===== src/design/gregorian_day_of_year_convert_defines.svh =====
// ---------------------------------------------------------------------------
// gregorian_day_of_year_convert_defines.svh
// Assertion macros for the day-of-year converter.
// ---------------------------------------------------------------------------
`ifndef GREGORIAN_DAY_OF_YEAR_CONVERT_DEFINES_SVH
`define GREGORIAN_DAY_OF_YEAR_CONVERT_DEFINES_SVH

`ifndef SYNTHESIS
// clocked check, disabled while in reset
`define GDOY_ASSERT(label, clk, rst_n, prop) \
  label: assert property (@(posedge clk) disable iff (!rst_n) prop) \
    else $error("gdoy assertion failed");
// clocked check, also active during reset
`define GDOY_ASSERT_ALWAYS(label, clk, prop) \
  label: assert property (@(posedge clk) prop) \
    else $error("gdoy assertion failed");
`else
`define GDOY_ASSERT(label, clk, rst_n, prop)
`define GDOY_ASSERT_ALWAYS(label, clk, prop)
`endif

`endif


===== src/design/gdoy_pkg.sv =====
// ---------------------------------------------------------------------------
// gdoy_pkg
// Shared types, constants and the month length table.
// ---------------------------------------------------------------------------
`default_nettype none

package gdoy_pkg;

  localparam logic       CMD_TO_YEARDAY  = 1'b0;
  localparam logic       CMD_TO_MONTHDAY = 1'b1;

  localparam logic [3:0] MONTHS          = 4'd12;
  localparam logic [8:0] DAYS_YEAR       = 9'd365;
  localparam logic [8:0] DAYS_LEAP_YEAR  = 9'd366;

  // year / 25 by reciprocal: exact for all 14-bit years
  localparam int         YEAR_W          = 14;
  localparam int         RECIP_W         = 13;
  localparam int         PROD_W          = YEAR_W + RECIP_W;
  localparam int         RECIP_SHIFT     = 17;
  localparam int         QUOT_W          = PROD_W - RECIP_SHIFT;
  localparam logic [RECIP_W-1:0] RECIP25 = 13'd5243;

  typedef enum logic [2:0] {
    ST_IDLE,
    ST_QUOT,
    ST_LEAP,
    ST_WALK,
    ST_DONE
  } gdoy_state_t;

  typedef struct packed {
    logic load_in;
    logic calc_quot;
    logic calc_leap;
    logic walk_step;
    logic load_out;
  } gdoy_cmd_t;

  typedef struct packed {
    logic walk_done;
    logic out_busy;
  } gdoy_sts_t;

  function automatic logic [4:0] month_len(input logic leap, input logic [3:0] m);
    logic [4:0] len;
    unique case (m)
      4'd1, 4'd3, 4'd5, 4'd7, 4'd8, 4'd10, 4'd12: len = 5'd31;
      4'd4, 4'd6, 4'd9, 4'd11:                    len = 5'd30;
      4'd2:                                       len = leap ? 5'd29 : 5'd28;
      default:                                    len = 5'd0;
    endcase
    return len;
  endfunction

endpackage

`default_nettype wire


===== src/design/gregorian_day_of_year_convert.sv =====
// ---------------------------------------------------------------------------
// gregorian_day_of_year_convert
// Gregorian month/day <-> day-of-year converter with leap year handling.
// ---------------------------------------------------------------------------
// One item in, one result out. Command 0 turns month/day into day of year,
// command 1 turns day of year into month/day; impossible values set the
// error flag and zero the data. One item is worked at a time: three setup
// steps (capture, year/25 by reciprocal, leap and range check), then a walk
// over the months by the single month-length adder, then the output register
// is loaded. A new item is taken while the last result waits at the output.
`default_nettype none

`include "gregorian_day_of_year_convert_defines.svh"

module gregorian_day_of_year_convert (
  input  wire logic        clk,
  input  wire logic        rst_n,
  input  wire logic        in_tvalid,
  output logic             in_tready,
  input  wire logic [31:0] in_tdata,   // year[13:0], month_in[17:14], day_in[22:18],
                                       // yearday_in[31:23]
  input  wire logic [0:0]  in_tuser,   // cmd[0]
  output logic             out_tvalid,
  input  wire logic        out_tready,
  output logic [23:0]      out_tdata,  // yearday_out[8:0], month_out[12:9],
                                       // day_out[17:13], zero[23:18]
  output logic [0:0]       out_tuser   // bad_value[0]
);

  gdoy_pkg::gdoy_cmd_t ctl_cmd;
  gdoy_pkg::gdoy_sts_t dp_sts;

  gdoy_ctrl u_ctrl (
    .clk       (clk),
    .rst_n     (rst_n),
    .in_tvalid (in_tvalid),
    .in_tready (in_tready),
    .sts       (dp_sts),
    .cmd       (ctl_cmd)
  );

  gdoy_dp u_dp (
    .clk        (clk),
    .rst_n      (rst_n),
    .cmd        (ctl_cmd),
    .sts        (dp_sts),
    .in_tdata   (in_tdata),
    .in_tuser   (in_tuser),
    .out_tvalid (out_tvalid),
    .out_tready (out_tready),
    .out_tdata  (out_tdata),
    .out_tuser  (out_tuser)
  );

  `GDOY_ASSERT(a_bad_zero_data, clk, rst_n, (out_tvalid && out_tuser[0]) |-> (out_tdata == 24'd0))
  `GDOY_ASSERT(a_accept_starts, clk, rst_n, (in_tvalid && in_tready) |=> ctl_cmd.calc_quot)
  `GDOY_ASSERT(a_no_overwrite, clk, rst_n, ctl_cmd.load_out |-> !dp_sts.out_busy)
  `GDOY_ASSERT(a_month_range, clk, rst_n,
    (out_tvalid && !out_tuser[0] && (out_tdata[12:9] != 4'd0)) |-> (out_tdata[12:9] <= 4'd12))

endmodule

`default_nettype wire


===== src/design/gdoy_ctrl.sv =====
// ---------------------------------------------------------------------------
// gdoy_ctrl
// Sequencer: input accept, leap decision, month walk, result hand-off.
// ---------------------------------------------------------------------------
`default_nettype none

module gdoy_ctrl (
  input  wire logic              clk,
  input  wire logic              rst_n,
  input  wire logic              in_tvalid,
  output logic                   in_tready,
  input  wire gdoy_pkg::gdoy_sts_t sts,
  output gdoy_pkg::gdoy_cmd_t    cmd
);

  gdoy_pkg::gdoy_state_t state_r, state_nxt;

  always_ff @(posedge clk) begin
    if (!rst_n) begin
      state_r <= gdoy_pkg::ST_IDLE;
    end else begin
      state_r <= state_nxt;
    end
  end

  always_comb begin
    state_nxt = state_r;
    unique case (state_r)
      gdoy_pkg::ST_IDLE: begin
        if (in_tvalid) state_nxt = gdoy_pkg::ST_QUOT;
      end
      gdoy_pkg::ST_QUOT: begin
        state_nxt = gdoy_pkg::ST_LEAP;
      end
      gdoy_pkg::ST_LEAP: begin
        state_nxt = gdoy_pkg::ST_WALK;
      end
      gdoy_pkg::ST_WALK: begin
        if (sts.walk_done) state_nxt = gdoy_pkg::ST_DONE;
      end
      gdoy_pkg::ST_DONE: begin
        if (!sts.out_busy) state_nxt = gdoy_pkg::ST_IDLE;
      end
      default: begin
        state_nxt = gdoy_pkg::ST_IDLE;
      end
    endcase
  end

  always_comb begin
    in_tready     = (state_r == gdoy_pkg::ST_IDLE);
    cmd.load_in   = (state_r == gdoy_pkg::ST_IDLE) && in_tvalid;
    cmd.calc_quot = (state_r == gdoy_pkg::ST_QUOT);
    cmd.calc_leap = (state_r == gdoy_pkg::ST_LEAP);
    cmd.walk_step = (state_r == gdoy_pkg::ST_WALK) && !sts.walk_done;
    cmd.load_out  = (state_r == gdoy_pkg::ST_DONE) && !sts.out_busy;
  end

endmodule

`default_nettype wire


===== src/design/gdoy_dp.sv =====
// ---------------------------------------------------------------------------
// gdoy_dp
// Datapath: item registers, leap test, month walk adder, result register.
// ---------------------------------------------------------------------------
`default_nettype none

module gdoy_dp (
  input  wire logic                clk,
  input  wire logic                rst_n,
  input  wire gdoy_pkg::gdoy_cmd_t cmd,
  output gdoy_pkg::gdoy_sts_t      sts,
  input  wire logic [31:0]         in_tdata,
  input  wire logic [0:0]          in_tuser,
  output logic                     out_tvalid,
  input  wire logic                out_tready,
  output logic [23:0]              out_tdata,
  output logic [0:0]               out_tuser
);

  logic                              op_r;
  logic [gdoy_pkg::YEAR_W-1:0]       year_r;
  logic [3:0]                        mon_r;
  logic [4:0]                        day_r;
  logic [8:0]                        yd_r;
  logic [gdoy_pkg::QUOT_W-1:0]       quot_r;
  logic                              leap_r;
  logic                              bad_r;
  logic [8:0]                        acc_r;
  logic [3:0]                        k_r;
  logic                              out_valid_r;
  logic [8:0]                        yd_out_r;
  logic [3:0]                        mon_out_r;
  logic [4:0]                        day_out_r;
  logic                              bad_out_r;

  logic [gdoy_pkg::PROD_W-1:0]       prod;
  logic [gdoy_pkg::YEAR_W-1:0]       mul25;
  logic [gdoy_pkg::YEAR_W-1:0]       rem25;
  logic                              leap_c;
  logic [4:0]                        len_mon;
  logic [8:0]                        limit;
  logic                              bad_c;
  logic [4:0]                        len_k;
  logic                              walk_done;

  assign prod  = gdoy_pkg::PROD_W'(year_r) * gdoy_pkg::PROD_W'(gdoy_pkg::RECIP25);
  assign mul25 = gdoy_pkg::YEAR_W'({quot_r, 4'b0000})
               + gdoy_pkg::YEAR_W'({quot_r, 3'b000})
               + gdoy_pkg::YEAR_W'(quot_r);
  assign rem25 = year_r - mul25;

  always_comb begin
    leap_c  = ((year_r[1:0] == 2'b00) && (rem25 != '0))
           || ((year_r[3:0] == 4'b0000) && (rem25 == '0));
    len_mon = gdoy_pkg::month_len(leap_c, mon_r);
    limit   = leap_c ? gdoy_pkg::DAYS_LEAP_YEAR : gdoy_pkg::DAYS_YEAR;
    if (op_r == gdoy_pkg::CMD_TO_MONTHDAY) begin
      bad_c = (yd_r == 9'd0) || (yd_r > limit);
    end else begin
      bad_c = (mon_r == 4'd0) || (mon_r > gdoy_pkg::MONTHS)
           || (day_r == 5'd0) || (day_r > len_mon);
    end
  end

  always_comb begin
    len_k = gdoy_pkg::month_len(leap_r, k_r);
    if (bad_r) begin
      walk_done = 1'b1;
    end else if (op_r == gdoy_pkg::CMD_TO_MONTHDAY) begin
      walk_done = !((k_r < gdoy_pkg::MONTHS) && (acc_r > 9'(len_k)));
    end else begin
      walk_done = (k_r >= mon_r);
    end
  end

  assign sts.walk_done = walk_done;
  assign sts.out_busy  = out_valid_r && !out_tready;

  always_ff @(posedge clk) begin
    if (cmd.load_in) begin
      op_r   <= in_tuser[0];
      year_r <= in_tdata[13:0];
      mon_r  <= in_tdata[17:14];
      day_r  <= in_tdata[22:18];
      yd_r   <= in_tdata[31:23];
    end
    if (cmd.calc_quot) begin
      quot_r <= prod[gdoy_pkg::PROD_W-1:gdoy_pkg::RECIP_SHIFT];
    end
    if (cmd.calc_leap) begin
      leap_r <= leap_c;
      bad_r  <= bad_c;
      acc_r  <= (op_r == gdoy_pkg::CMD_TO_MONTHDAY) ? yd_r : 9'(day_r);
      k_r    <= 4'd1;
    end
    if (cmd.walk_step) begin
      if (op_r == gdoy_pkg::CMD_TO_MONTHDAY) begin
        acc_r <= acc_r - 9'(len_k);
      end else begin
        acc_r <= acc_r + 9'(len_k);
      end
      k_r <= k_r + 4'd1;
    end
    if (cmd.load_out) begin
      bad_out_r <= bad_r;
      if (bad_r) begin
        yd_out_r  <= 9'd0;
        mon_out_r <= 4'd0;
        day_out_r <= 5'd0;
      end else if (op_r == gdoy_pkg::CMD_TO_MONTHDAY) begin
        yd_out_r  <= 9'd0;
        mon_out_r <= k_r;
        day_out_r <= acc_r[4:0];
      end else begin
        yd_out_r  <= acc_r;
        mon_out_r <= 4'd0;
        day_out_r <= 5'd0;
      end
    end
  end

  always_ff @(posedge clk) begin
    if (!rst_n) begin
      out_valid_r <= 1'b0;
    end else if (cmd.load_out) begin
      out_valid_r <= 1'b1;
    end else if (out_tready) begin
      out_valid_r <= 1'b0;
    end
  end

  assign out_tvalid = out_valid_r;
  assign out_tdata  = {6'd0, day_out_r, mon_out_r, yd_out_r};
  assign out_tuser  = bad_out_r;

endmodule

`default_nettype wire


===== config.mk =====
export PLATFORM = sky130hd
export DESIGN_NAME = gregorian_day_of_year_convert
export DESIGN_NICKNAME = d
export VERILOG_FILES = /design/src/design/gdoy_pkg.sv /design/src/design/gregorian_day_of_year_convert.sv /design/src/design/gdoy_ctrl.sv /design/src/design/gdoy_dp.sv
export VERILOG_INCLUDE_DIRS = /design/src /design/src/design
export SDC_FILE = /design/constraint.sdc
export NUM_CORES = 1
export LEC_CHECK = 0
export BUFFER_PORTS_ARGS = -buffer_cell sky130_fd_sc_hd__buf_2
export CORE_MARGIN = 2
export CORE_UTILIZATION = 60
export DETAILED_ROUTE_END_ITERATION = 10
export PLACE_DENSITY = 0.8
export RECOVER_POWER = 100
export SETUP_SLACK_MARGIN = 0.5
export SYNTH_ARGS = -nofsm -noshare
export SYNTH_HDL_FRONTEND = slang
export SYNTH_SLANG_ARGS = --single-unit

===== constraint.sdc =====
create_clock -name clk -period 10.2 [get_ports clk]
set_input_delay 1.53 -clock clk [delete_from_list [all_inputs] [get_ports clk]]
set_output_delay 1.53 -clock clk [all_outputs]
set_load 0.02 [all_outputs]

# Word-level counts from Yosys, hierarchy flattened
# Cells that the tools add are included.
# totals
reg_bits,81
latchBits,0
ramBits,0
rom_bits,0
input_bits,37
output_inout_bits,27
elab_cells,114
memories,0
# classes
addsub,6
mul,1
n_div,0
order_cmp,6
eq_ne,31
shift,0
mux,20
bitwise,1
n_reduce_logical,33
# op_table
cell,count
$eq 4x4->1 const B,10
$mux 9,4
$eq 4x3->1 const B,8
$pmux 5 s3,2
$mul 14x13->27 const B,1
$eq 4x2->1 const B,4
$pmux 3 s5,1
$add 14x10->14,1
$add 14x13->14,1
$logic_not 14->1,1
$reduce_bool 14->1,1
$reduce_or 7->1,2
$sub 14x14->14,1
$add 9x5->9,1
$gt 9x5->1,1
$gt 9x9->1,1
$logic_not 9->1,1
$mux 3,3
$sub 9x5->9,1
$eq 4x1->1 const B,2
$logic_not 4->1,2
$mux 4,2
$reduce_or 4->1,2
$logic_and 1x1->1,7
21 further kinds,38

# Logic depth before layout (Yosys ltp)
# Gate-level depths: netlist (run 1).
# logic_depth
word_depth,11
depth_mapped,24
mapped_depth_nobuf,23

# By module
# A second synthesis (run 1) with hierarchy kept.
# unflattened
cells_unflattened,767
area_unflattened_um2,8381.8
# modules_own_cells
module,n_inst,cells_per_inst,area_per_inst_um2
gdoy_dp,1,743,8157.8
gdoy_ctrl,1,24,224.0

# Worst setup path before layout (run 1)
# No wires, ideal clock.
# synth_path
kind,reg-to-reg
from,register u_dp.quot_r[1] (netlist name)
to,"register u_dp.bad_r, data pin"
setup_time_ns,0.152
arrival_time_ns,4.704
required_time_ns,10.048
slack_ns,5.344
path_stages_with_launch,22
path_buffers,0
cell_sequence,edfxtp_1 -> inv_1 -> fa_1 -> fa_1 -> ha_1 -> or3_1 -> o22a_2 -> a311o_1 -> a32o_2 -> a2111oi_4 -> nand4b_2 -> nand2_1 -> o41ai_1 -> ha_1 -> nor2b_1 -> o21a_1 -> o21a_1 -> o21a_1 -> o22ai_1 -> a221o_1 -> a2bb2oi_1 -> a31oi_1
# synth_via
elab_chain_len,11
# synth_rtl
item,line_no,source
"start, declared",gdoy_dp.sv:25,logic [gdoy_pkg::QUOT_W-1:0] quot_r;
"start signal, assigned",gdoy_dp.sv:88,quot_r <= prod[gdoy_pkg::PROD_W-1:gdoy_pkg::RECIP_SHIFT];
$add 14x13->14,gdoy_dp.sv:48,"+ gdoy_pkg::YEAR_W'({quot_r, 3'b000})"
$add 14x10->14 *,gdoy_dp.sv:49,+ gdoy_pkg::YEAR_W'(quot_r);
$sub 14x14->14 *,gdoy_dp.sv:50,assign rem25 = year_r - mul25;
$reduce_bool 14->1 or $logic_not 14->1 (tied branches),"gdoy_dp.sv:53, gdoy_dp.sv:54",
$logic_and 1x1->1 (on tied branches),"gdoy_dp.sv:53, gdoy_dp.sv:54",
$logic_or 1x1->1 *,gdoy_dp.sv:54,|| ((year_r[3:0] == 4'b0000) && (rem25 == '0));
$mux 1,gdoy_pkg.sv:50,4'd2: len = leap ? 5'd29 : 5'd28;
$pmux 5 s3,gdoy_pkg.sv:47,unique case (m)
$gt 5x5->1,gdoy_dp.sv:61,|| (day_r == 5'd0) || (day_r > len_mon);
$logic_or 1x1->1,gdoy_dp.sv:61,
$mux 1 *,gdoy_dp.sv:57,if (op_r == gdoy_pkg::CMD_TO_MONTHDAY) begin
net u_dp.bad_c,gdoy_dp.sv:42,logic bad_c;
"end signal, assigned",gdoy_dp.sv:92,bad_r <= bad_c;
"end, declared",gdoy_dp.sv:27,logic bad_r;
# Mark *: on every way through the listed nets, which the timed path passes. The rest lies on a longest branch.
# A chain may end at the register's enable or synchronous reset.

# Final worst setup path (run 1)
# layout_path
from,register u_dp.quot_r[4] (netlist name)
to,"register u_dp.bad_r, data pin"
# Same word-level chain as after synthesis.

==> results of run 1 <==
[cell usage in the layout (no fill, tap or decap), types with 3 or more instances in the layout]
cell	instances
buf_2	34
ha_1	141
a211oi_1	5
o211ai_1	5
and3_1	3
nand4_1	3
nor2_1	25
dfxtp_1	4
nor2b_1	8
nor4_1	6
or2_2	3
o2111ai_1	4
clkbuf_1	28
nand2_1	31
and2_1	13
fa_1	81
nand2b_1	10
nor3_1	7
a31oi_1	3
nand3_1	11
edfxtp_1	77
o21bai_1	3
xnor2_1	17
o21ai_0	28
xor2_1	11
conb_1	6
a21boi_0	3
or3_1	5
inv_1	163
a21oi_1	21
clkbuf_16	9
nor3b_1	5
mux2i_1	10
o21a_1	6
and2_0	7
bufinv_16	3
a2111oi_0	3
a311o_1	3
o22ai_1	3
a21o_1	11
[worst paths after layout]
path	start	endpoint	slack, ns	cells after the start
setup / recovery	u_dp.quot_r[4]	u_dp.bad_r	4.72	21
hold / removal	u_dp.out_tvalid	u_dp.out_tvalid	0.55	2
setup reg to reg	u_dp.quot_r[4]	u_dp.bad_r	4.72	21
hold reg to reg	u_dp.out_tvalid	u_dp.out_tvalid	0.55	2
[metrics by stage]
stage	cells	util (%)	hold slack (ns)	instance area [um2]
3_5_place_dp	1017	64.73	0.5418	8950
3_3_place_gp	1017	64.73	0.5434	8950
4_1_cts	1031	67.13	0.5555	9281
2_1_floorplan	787	-	0.5210	8471
5_1_grt	1031	66.65	0.6094	9215
6_report	1031	66.65	0.5549	9215
[routing by layer]
metal,share of wire [%],routed length [um],vias up,global-route usage (%)
met2,48,8398,170,41.33
met4,1.7,293,0,7.040
met1,45,7807,2795,34.66
met5,0,0,-,0
met3,5.6,974,22,4.647
li1,-,-,2776,-
[worst reg2reg max path: cells and delay by family (launching register included)]
| kind | cells | cell delay [ns] |
|---|---|---|
| buf+inv | 1 | 0.19 |
| flops | 1 | 0.36 |
| fa+ha+maj | 4 | 1.61 |
| simple gates | 4 | 0.60 |
| compound gates | 12 | 2.58 |
[layout make-up]
| cell class | count | area, um2 |
|---|---|---|
| fillers | 1050 | 4612 |
| multi-input cells | 531 | 5379 |
| clock buffers | 9 | 225.2 |
| repair buffers | 62 | 275.3 |
| flip-flops and latches | 81 | 2392 |
| clock inverters | 5 | 106.4 |
| inverters | 163 | 611.8 |
| well taps | 180 | 225.2 |
[cells by family after synthesis]
group / Yosys count / share of synthesized area, %
fa+ha+maj: 223 / 40.18
other cells: 1 / 0.04437
flops: 81 / 28.31
compound gates: 117 / 9.578
simple gates: 144 / 9.060
buf+inv: 175 / 8.053
xor+xnor: 28 / 2.901
mux: 13 / 1.880
[flip-flops by register name, indices dropped and copies added, names as in the netlist]
signal / count
u_ctrl.state_r: 3
u_dp.year_r: 14
u_dp.quot_r: 10
u_dp.bad_r: 1
u_dp.yd_r: 9
u_dp.op_r: 1
u_dp.day_out_r: 5
u_dp.out_tvalid: 1
u_dp.yd_out_r: 9
u_dp.day_r: 5
u_dp.mon_r: 4
u_dp.out_tuser: 1
u_dp.k_r: 4
u_dp.mon_out_r: 4
u_dp.acc_r: 9
u_dp.leap_r: 1
==> results.sh, run 1 <==
export IMPL_holdBufCountCts=0
export IMPL_core_area_um2=13830
export IMPL_synth_area_leader_cell="edfxtp_1"
export IMPL_die_y_um=122.7
export IMPL_final_hold_viol_count=0
export IMPL_grt_pass1_vias=5803
export IMPL_antenna_cells=0
export IMPL_ctsResizeCount=0
export IMPL_synth_most_common_cell="inv_1"
export IMPL_wl_um=17470
export IMPL_status="complete, but fails checks"
export IMPL_cts_clk_slew_worst_paths_ns=0.06
export IMPL_endpoint_kind="flop"
export IMPL_synth_main_ff_cell="edfxtp_1"
export IMPL_cts_root_buffer="clkbuf_16"
export IMPL_netlist_area_um2=8452
export IMPL_layout_nets=1107
export IMPL_gp_congestion=0.9044
export IMPL_vias=5763
export IMPL_fin_skew_ns=0.008696
export IMPL_hold_path_class="reg2reg"
export IMPL_tightest_slew_ns=1.884
export IMPL_antenna_found_initial=0
export IMPL_io_buffers=57
export IMPL_finalSetupViolCount=0
export IMPL_rsz0062_at_grt="no"
export IMPL_clock_latency_ns=0.35
export IMPL_synth_distinct_cells=63
export IMPL_async_flop_share_pct=0
export IMPL_maxSlewViolCount=34
export IMPL_synth_area_leaders="edfxtp_1 27%, ha_1 21%, fa_1 19%"
export IMPL_drtIter0Drc=396
export IMPL_final_layout_size_suffix_gt1_share_pct=6.933
export IMPL_post_cts_buffers=0
export IMPL_avgSynthCellArea_um2=10.81
export IMPL_cp_arrival_ns=5.68
export IMPL_worst_slack_ns=4.720
export IMPL_crit_type="reg2reg"
export IMPL_ys_ff_latch=81
export IMPL_overflow=0
export IMPL_cap_violations=1
export IMPL_violations="max-capacitance violations, max-slew violations"
export IMPL_grt_max_degree=34
export IMPL_firstDrtPassIters=5
export IMPL_std_cell_rows=43
export IMPL_dp_slack_ns=4.968
export IMPL_clk_path_buf_depth=2
export IMPL_slew_headroom_pct=-25.59
export IMPL_start_util_pct=61.13
export IMPL_synth_top_cell_area_share_pct=27.36
export IMPL_ys_warn_count=0
export IMPL_cts_tree="built"
export IMPL_drtAntennaViolNets=0
export IMPL_fmax_mhz=182.5
export IMPL_synth_edf_count=77
export IMPL_avgRoutedWirePerCell_um=16.95
export IMPL_yosys_top_cells_count="163 x inv_1, 141 x ha_1, 81 x fa_1, 77 x edfxtp_1, 31 x nand2_1"
export IMPL_period_needed_ns=5.480
export IMPL_dieArea_um2=15050
export IMPL_viasPerCell=5.590
export IMPL_htreeDepth=3
export IMPL_fin_crit_sh_pct=53.73
export IMPL_yosysSeqAreaShare_pct=28.30
export IMPL_hpwl_um=14130
export IMPL_die_w_um=122.7
export IMPL_globalRouteTotalUtil_pct=25.29
export IMPL_drc=0
export IMPL_slowest_stage="a2111oi_0"
export IMPL_finalSetupTns_ns=0
export IMPL_cts_made_buffers=9
export IMPL_startpoint_type="flop"
export IMPL_cpPeakStageDelay_ns=0.50
export IMPL_grt_pass1_wl_um=28620
export IMPL_cp_num_buf_inv=1
export IMPL_cp_common_cell="o21a_1"
export IMPL_critical_path_max_fanout=9
export IMPL_ios=64
export IMPL_worstPathRequired_ns=10.40
export IMPL_crit_chain="inv_1, fa_1, fa_1, ha_1, nor2b_1, a2111oi_0, o2111ai_1, a2111o_1, a2111oi_0, nand4b_2, nand2_1, o41ai_1, ha_1, nor2b_1, o21a_1, o21a_1, o21a_1, o22ai_1, a221o_1, a2bb2oi_1, a31oi_1"
export IMPL_syn_inst=782
export IMPL_cpLargestDelayFamily="compound AO/OA/AOI/OAI gates"
export IMPL_areaGrowthSynthToFinish_pct=9.030
export IMPL_clock_sinks=81
Power of run 1 is not shown: default switching activity piles up to over one toggle a cycle in this logic, so the estimate is an artifact.
==> inputs of run 2 (changes only) <==
Settings changed: CORE_UTILIZATION 60 to 56, PLACE_DENSITY 0.8 to 0.78.
Clock period 10.2 ns to 4.9 ns, I/O delays scaled along.
==> run 2 against run 1 <==
The flow finishes with violations (max-capacitance violations, max-slew violations, negative setup slack). Register-to-register slack got worse by 4.8 ns. Global-route usage decreased by 0.57 points. Design area increased by 8.4%. Non-clock buffer count increased by 62.
==> results.sh, run 2 (synthesized netlist as in run 1, its figures left out) <==
export IMPL_status="complete, but fails checks"
export IMPL_violations="max-capacitance violations, max-slew violations, negative setup slack"
export IMPL_fin_hold_ws_ns=0.5576
export IMPL_r2r_setup_slack_ns=-0.10
export IMPL_largest_register="u_dp.year_r"
export IMPL_hold_path_class="in2reg"
export IMPL_reg_largest_list="u_dp.year_r: 14 flops, u_dp.quot_r: 10 flops"
export IMPL_overflow=0
export IMPL_min_to="u_dp.year_r[7]"
export IMPL_worstPathRequired_ns=5.09
export IMPL_maxSlewViolCount=34
export IMPL_worstHoldStart="in_tdata[7]"
export IMPL_dp_slack_ns=-0.1007
export IMPL_grt_pass1_wl_um=31310
export IMPL_final_common_cell="inv_1"
export IMPL_avgRoutedWirePerCell_um=17.79
export IMPL_tightest_slew_ns=1.881
export IMPL_final_cell_area_um2=9988
export IMPL_dieArea_um2=16090
export IMPL_period_needed_ns=5.000
export IMPL_rsz0062_at_grt="yes"
export IMPL_clk_path_buf_depth=2
export IMPL_reg2reg_from="u_dp.quot_r[1]"
export IMPL_worst_r2r_cell_count=21
export IMPL_largest_reg_flops=14
export IMPL_layout_nets=1169
export IMPL_areaGrowthSynthToFinish_pct=18.18
export IMPL_final_hold_viol_count=0
export IMPL_cp_arrival_ns=5.19
export IMPL_vias=6145
export IMPL_drtIter0Drc=407
export IMPL_viasPerCell=5.591
export IMPL_wl_um=19550
export IMPL_htreeDepth=3
export IMPL_grt_max_degree=34
export IMPL_crit_type="reg2reg"
export IMPL_fmax_mhz=200.0
export IMPL_dpl_cell_area_um2=9229
export IMPL_worst_slack_ns=-0.1002
export IMPL_startpoint_type="flop"
export IMPL_slew_headroom_pct=-25.39
export IMPL_drc=0
export IMPL_critical_path_max_fanout=5
export IMPL_globalRouteTotalUtil_pct=24.72
export IMPL_final_cell_mix="152 x inv_1, 125 x ha_1, 81 x fa_1"
export IMPL_firstDrtPassIters=6
export IMPL_start_util_pct=57.72
export IMPL_final_layout_size_suffix_gt1_share_pct=19.23
export IMPL_antenna_found_initial=0
export IMPL_hpwl_um=14620
export IMPL_cts_root_buffer="clkbuf_16"
export IMPL_ios=64
export IMPL_fin_crit_sh_pct=102.0
export IMPL_cts_clk_slew_worst_paths_ns=0.07
export IMPL_die_w_um=126.9
export IMPL_finalSetupViolCount=2
export IMPL_clock_sinks=81
export IMPL_antenna_cells=0
export IMPL_core_area_um2=14640
export IMPL_std_cell_rows=44
export IMPL_cts_made_buffers=9
export IMPL_clock_latency_ns=0.35
export IMPL_critPathLaunch="u_dp.quot_r[1]"
export IMPL_io_buffers=57
export IMPL_grt_pass1_vias=6449
export IMPL_r2r_end="u_dp.bad_r"
export IMPL_gp_congestion=0.8868
export IMPL_endpoint_kind="flop"
export IMPL_whs_path_depth=1
export IMPL_cts_tree="built"
export IMPL_cap_violations=1
export IMPL_fin_skew_ns=0.009624
export IMPL_die_y_um=126.9
export IMPL_drtAntennaViolNets=0
==> run 2: final cells by class <==
type	instances	area, um2
clock inverter	6	67.56
clock buffer	10	229.0
sequential	81	2392
tap	184	230.2
multi-input combinational	531	5684
fill	1039	4656
inverter	163	611.8
timing repair buffer	124	773.2
==> run 2: through the flow <==
| step | TNS (ns) | cells | utilization, % |
|---|---|---|---|
| 4_1_cts | 0 | 1094 | 67.69 |
| 5_1_grt | -1.677 | 1099 | 68.21 |
| 3_3_place_gp | -0.03564 | 1050 | 63.02 |
| 2_1_floorplan | 0 | 787 | - |
| 3_5_place_dp | -0.1007 | 1050 | 63.02 |
| 6_report | -0.1428 | 1099 | 68.21 |
==> run 2: worst max path at each step <==
stage            endpoint  cells after the start
6_report       u_dp.bad_r                     21
2_1_floorplan  u_dp.bad_r                     21
3_3_place_gp   u_dp.bad_r                     21
3_5_place_dp   u_dp.bad_r                     21
5_1_grt        u_dp.bad_r                     21
4_1_cts        u_dp.bad_r                     21
==> run 2: per-layer routing <==
metal | wire, um | track usage, % | part of all wire [%] | vias up
met2 | 9410 | 40.73 | 48 | 185
met1 | 8779 | 33.79 | 45 | 3019
li1 | - | - | - | 2909
met4 | 403 | 7.563 | 2.1 | 0
met5 | 0 | 0 | 0 | -
met3 | 961 | 4.133 | 4.9 | 32
==> run 2: worst max-delay path: stages, from the launching register on <==
cell and delay [ns]:
edfxtp_1 0.42, inv_2 0.12, fa_1 0.42, fa_1 0.65, ha_4 0.25, o21a_1 0.19
o22a_2 0.24, a311o_1 0.31, a32o_2 0.26, a2111oi_4 0.38, nand4b_4 0.16, nand2_2 0.11
o41ai_2 0.07, ha_2 0.19, nor2b_1 0.10, o21a_1 0.11, o21a_1 0.10, o21a_1 0.12
o22ai_2 0.09, a221o_1 0.31, a2bb2oi_1 0.13, a31oi_1 0.13
==> run 2: what timing repair did <==
action | CTS | global route
setup endpoints to repair | 11 | 26
pin swaps | 16 | 16
cloned | 0 | 0
setup buffers | 28 | 5
hold buffers | 0 | 0
gates resized for setup | 41 | 28
Power of run 2 is left out for the same reason.
==> inputs of run 3 (changes only) <==
Settings changed: SKIP_CTS_REPAIR_TIMING set to 1.
==> run 3 against run 2 <==
The flow still finishes with violations (max-capacitance violations, max-slew violations, negative setup slack). Critical endpoint unchanged. Die area unchanged. Worst setup slack improved by 0.015 ns. Sequential share of layout area decreased by 0.069 points. Global-route usage decreased by 1.5 points. Cell count about the same. Non-clock buffer count decreased by 1. Wire length decreased by 0.96%.
==> results.sh, run 3 (synthesized netlist as in run 1, its figures left out) <==
export IMPL_status="complete, but fails checks"
export IMPL_violations="max-capacitance violations, max-slew violations, negative setup slack"
export IMPL_drc=0
export IMPL_dr_wl_met2_um=9284
export IMPL_layout_nets=1168
export IMPL_met3WireLength_um=977
export IMPL_fin_skew_ns=0.008369
export IMPL_htreeDepth=3
export IMPL_firstDrtPassIters=5
export IMPL_viasPerCell=5.593
export IMPL_cts_clk_slew_worst_paths_ns=0.06
export IMPL_vias=6141
export IMPL_critical_path_endpoint="u_dp.bad_r"
export IMPL_wl_um=19370
export IMPL_clk_path_buf_depth=2
export IMPL_final_cell_area_um2=10020
export IMPL_core_area_um2=14640
export IMPL_clock_latency_ns=0.34
export IMPL_reg_largest_list="u_dp.year_r: 14 flops, u_dp.quot_r: 10 flops"
export IMPL_ios=64
export IMPL_rsz0062_at_grt="yes"
export IMPL_dr_max_layer_used="met4"
export IMPL_crit_type="reg2reg"
export IMPL_reg2reg_from="u_dp.quot_r[1]"
export IMPL_cts_root_buffer="clkbuf_16"
export IMPL_grt_pass1_vias=6167
export IMPL_slew_headroom_pct=-23.45
export IMPL_critical_path_max_fanout=3
export IMPL_largest_reg_flops=14
export IMPL_cts_made_buffers=9
export IMPL_grt_max_degree=34
export IMPL_cp_arrival_ns=5.17
export IMPL_period_needed_ns=4.985
export IMPL_critPathLaunch="u_dp.quot_r[1]"
export IMPL_grt_pass1_wl_um=29600
export IMPL_cts_tree="built"
export IMPL_final_cell_mix="151 x inv_1, 121 x ha_1, 77 x fa_1, 77 x edfxtp_1, 54 x buf_4"
export IMPL_drtAntennaViolNets=0
export IMPL_r2r_setup_slack_ns=-0.09
export IMPL_startpoint_type="flop"
export IMPL_dieArea_um2=16090
export IMPL_fin_crit_sh_pct=101.7
export IMPL_met1_length_um=8618
export IMPL_clock_sinks=81
export IMPL_nFillCells=1035
export IMPL_tightest_slew_ns=1.852
export IMPL_drtIter0Drc=455
export IMPL_endpoint_kind="flop"
export IMPL_overflow=0
export IMPL_cap_violations=1
export IMPL_std_cell_rows=44
export IMPL_maxSlewViolCount=34
export IMPL_worstPathRequired_ns=5.09
export IMPL_finalSetupViolCount=1
export IMPL_areaGrowthSynthToFinish_pct=18.52
export IMPL_final_layout_size_suffix_gt1_share_pct=19.58
export IMPL_antenna_found_initial=0
export IMPL_dpl_cell_area_um2=9229
export IMPL_die_y_um=126.9
export IMPL_final_hold_viol_count=0
export IMPL_worst_r2r_cell_count=21
export IMPL_fmax_mhz=200.6
export IMPL_antenna_cells=0
export IMPL_hpwl_um=14620
export IMPL_io_buffers=57
export IMPL_hold_path_class="in2reg"
export IMPL_r2r_end="u_dp.bad_r"
export IMPL_avgRoutedWirePerCell_um=17.64
export IMPL_start_util_pct=57.72
export IMPL_worst_slack_ns=-0.08523
export IMPL_dp_slack_ns=-0.1007
export IMPL_globalRouteTotalUtil_pct=23.25
export IMPL_largest_register="u_dp.year_r"
export IMPL_gp_congestion=0.8868
export IMPL_final_common_cell="inv_1"
export IMPL_die_w_um=126.9
==> run 3: cell count changes in the layout (fill, tap and decap cells not counted), sizes merged <==
cell  previous run  this run
buf             98        97
==> run 3: layout make-up <==
cell class	instances	area [um2]	area share, %
inverters	163	611.8	6.108
multi-input cells	531	5720	57.11
clock buffers	10	229.0	2.286
clock inverters	6	67.56	0.6745
flip-flops and latches	81	2392	23.88
repair buffers	123	765.7	7.644
well taps	184	230.2	2.298
==> run 3: worst min-delay path by stage <==
stage / depth (start not counted) / from / end
6_report: 1 / in_tdata[4] / u_dp.year_r[4]
2_1_floorplan: 0 / u_dp.bad_r / u_dp.out_tuser
3_5_place_dp: 1 / u_dp.acc_r[0] / u_dp.day_out_r[0]
3_3_place_gp: 2 / u_ctrl.state_r[0] / u_ctrl.state_r[0]
4_1_cts: 1 / in_tdata[0] / u_dp.year_r[0]
5_1_grt: 1 / in_tdata[8] / u_dp.year_r[8]
==> run 3: routing by layer <==
layer / vias to the layer above / track usage (%)
met5: - / 0
li1: 2909 / -
met3: 40 / 4.007
met4: 0 / 6.981
met2: 214 / 37.07
met1: 2978 / 32.85
==> run 3: stage by stage <==
step	hold slack, ns	utilization [%]	cells	setup TNS, ns
CTS	0.5542	65.05	1066	-0.1466
floorplan	0.5210	-	787	0
global placement	0.5810	63.02	1050	-0.03564
finish	0.5604	68.40	1098	-0.08523
global route	0.5588	68.40	1098	-1.084
detailed placement	0.6113	63.02	1050	-0.1007
==> run 3: critical path: stages (launching register included) <==
cell and delay (ns):
edfxtp_1 0.42, inv_2 0.12, fa_1 0.44, fa_1 0.51, ha_4 0.20, or3_1 0.36
o22a_2 0.21, a311o_1 0.31, a32o_2 0.26, a2111oi_4 0.38, nand4b_4 0.16, nand2_2 0.10
o41ai_2 0.07, ha_2 0.19, nor2b_1 0.11, o21a_1 0.11, o21a_1 0.10, o21a_1 0.12
o22ai_2 0.09, a221o_1 0.31, a2bb2oi_1 0.13, a31oi_1 0.14
Power of run 3 is left out for the same reason.
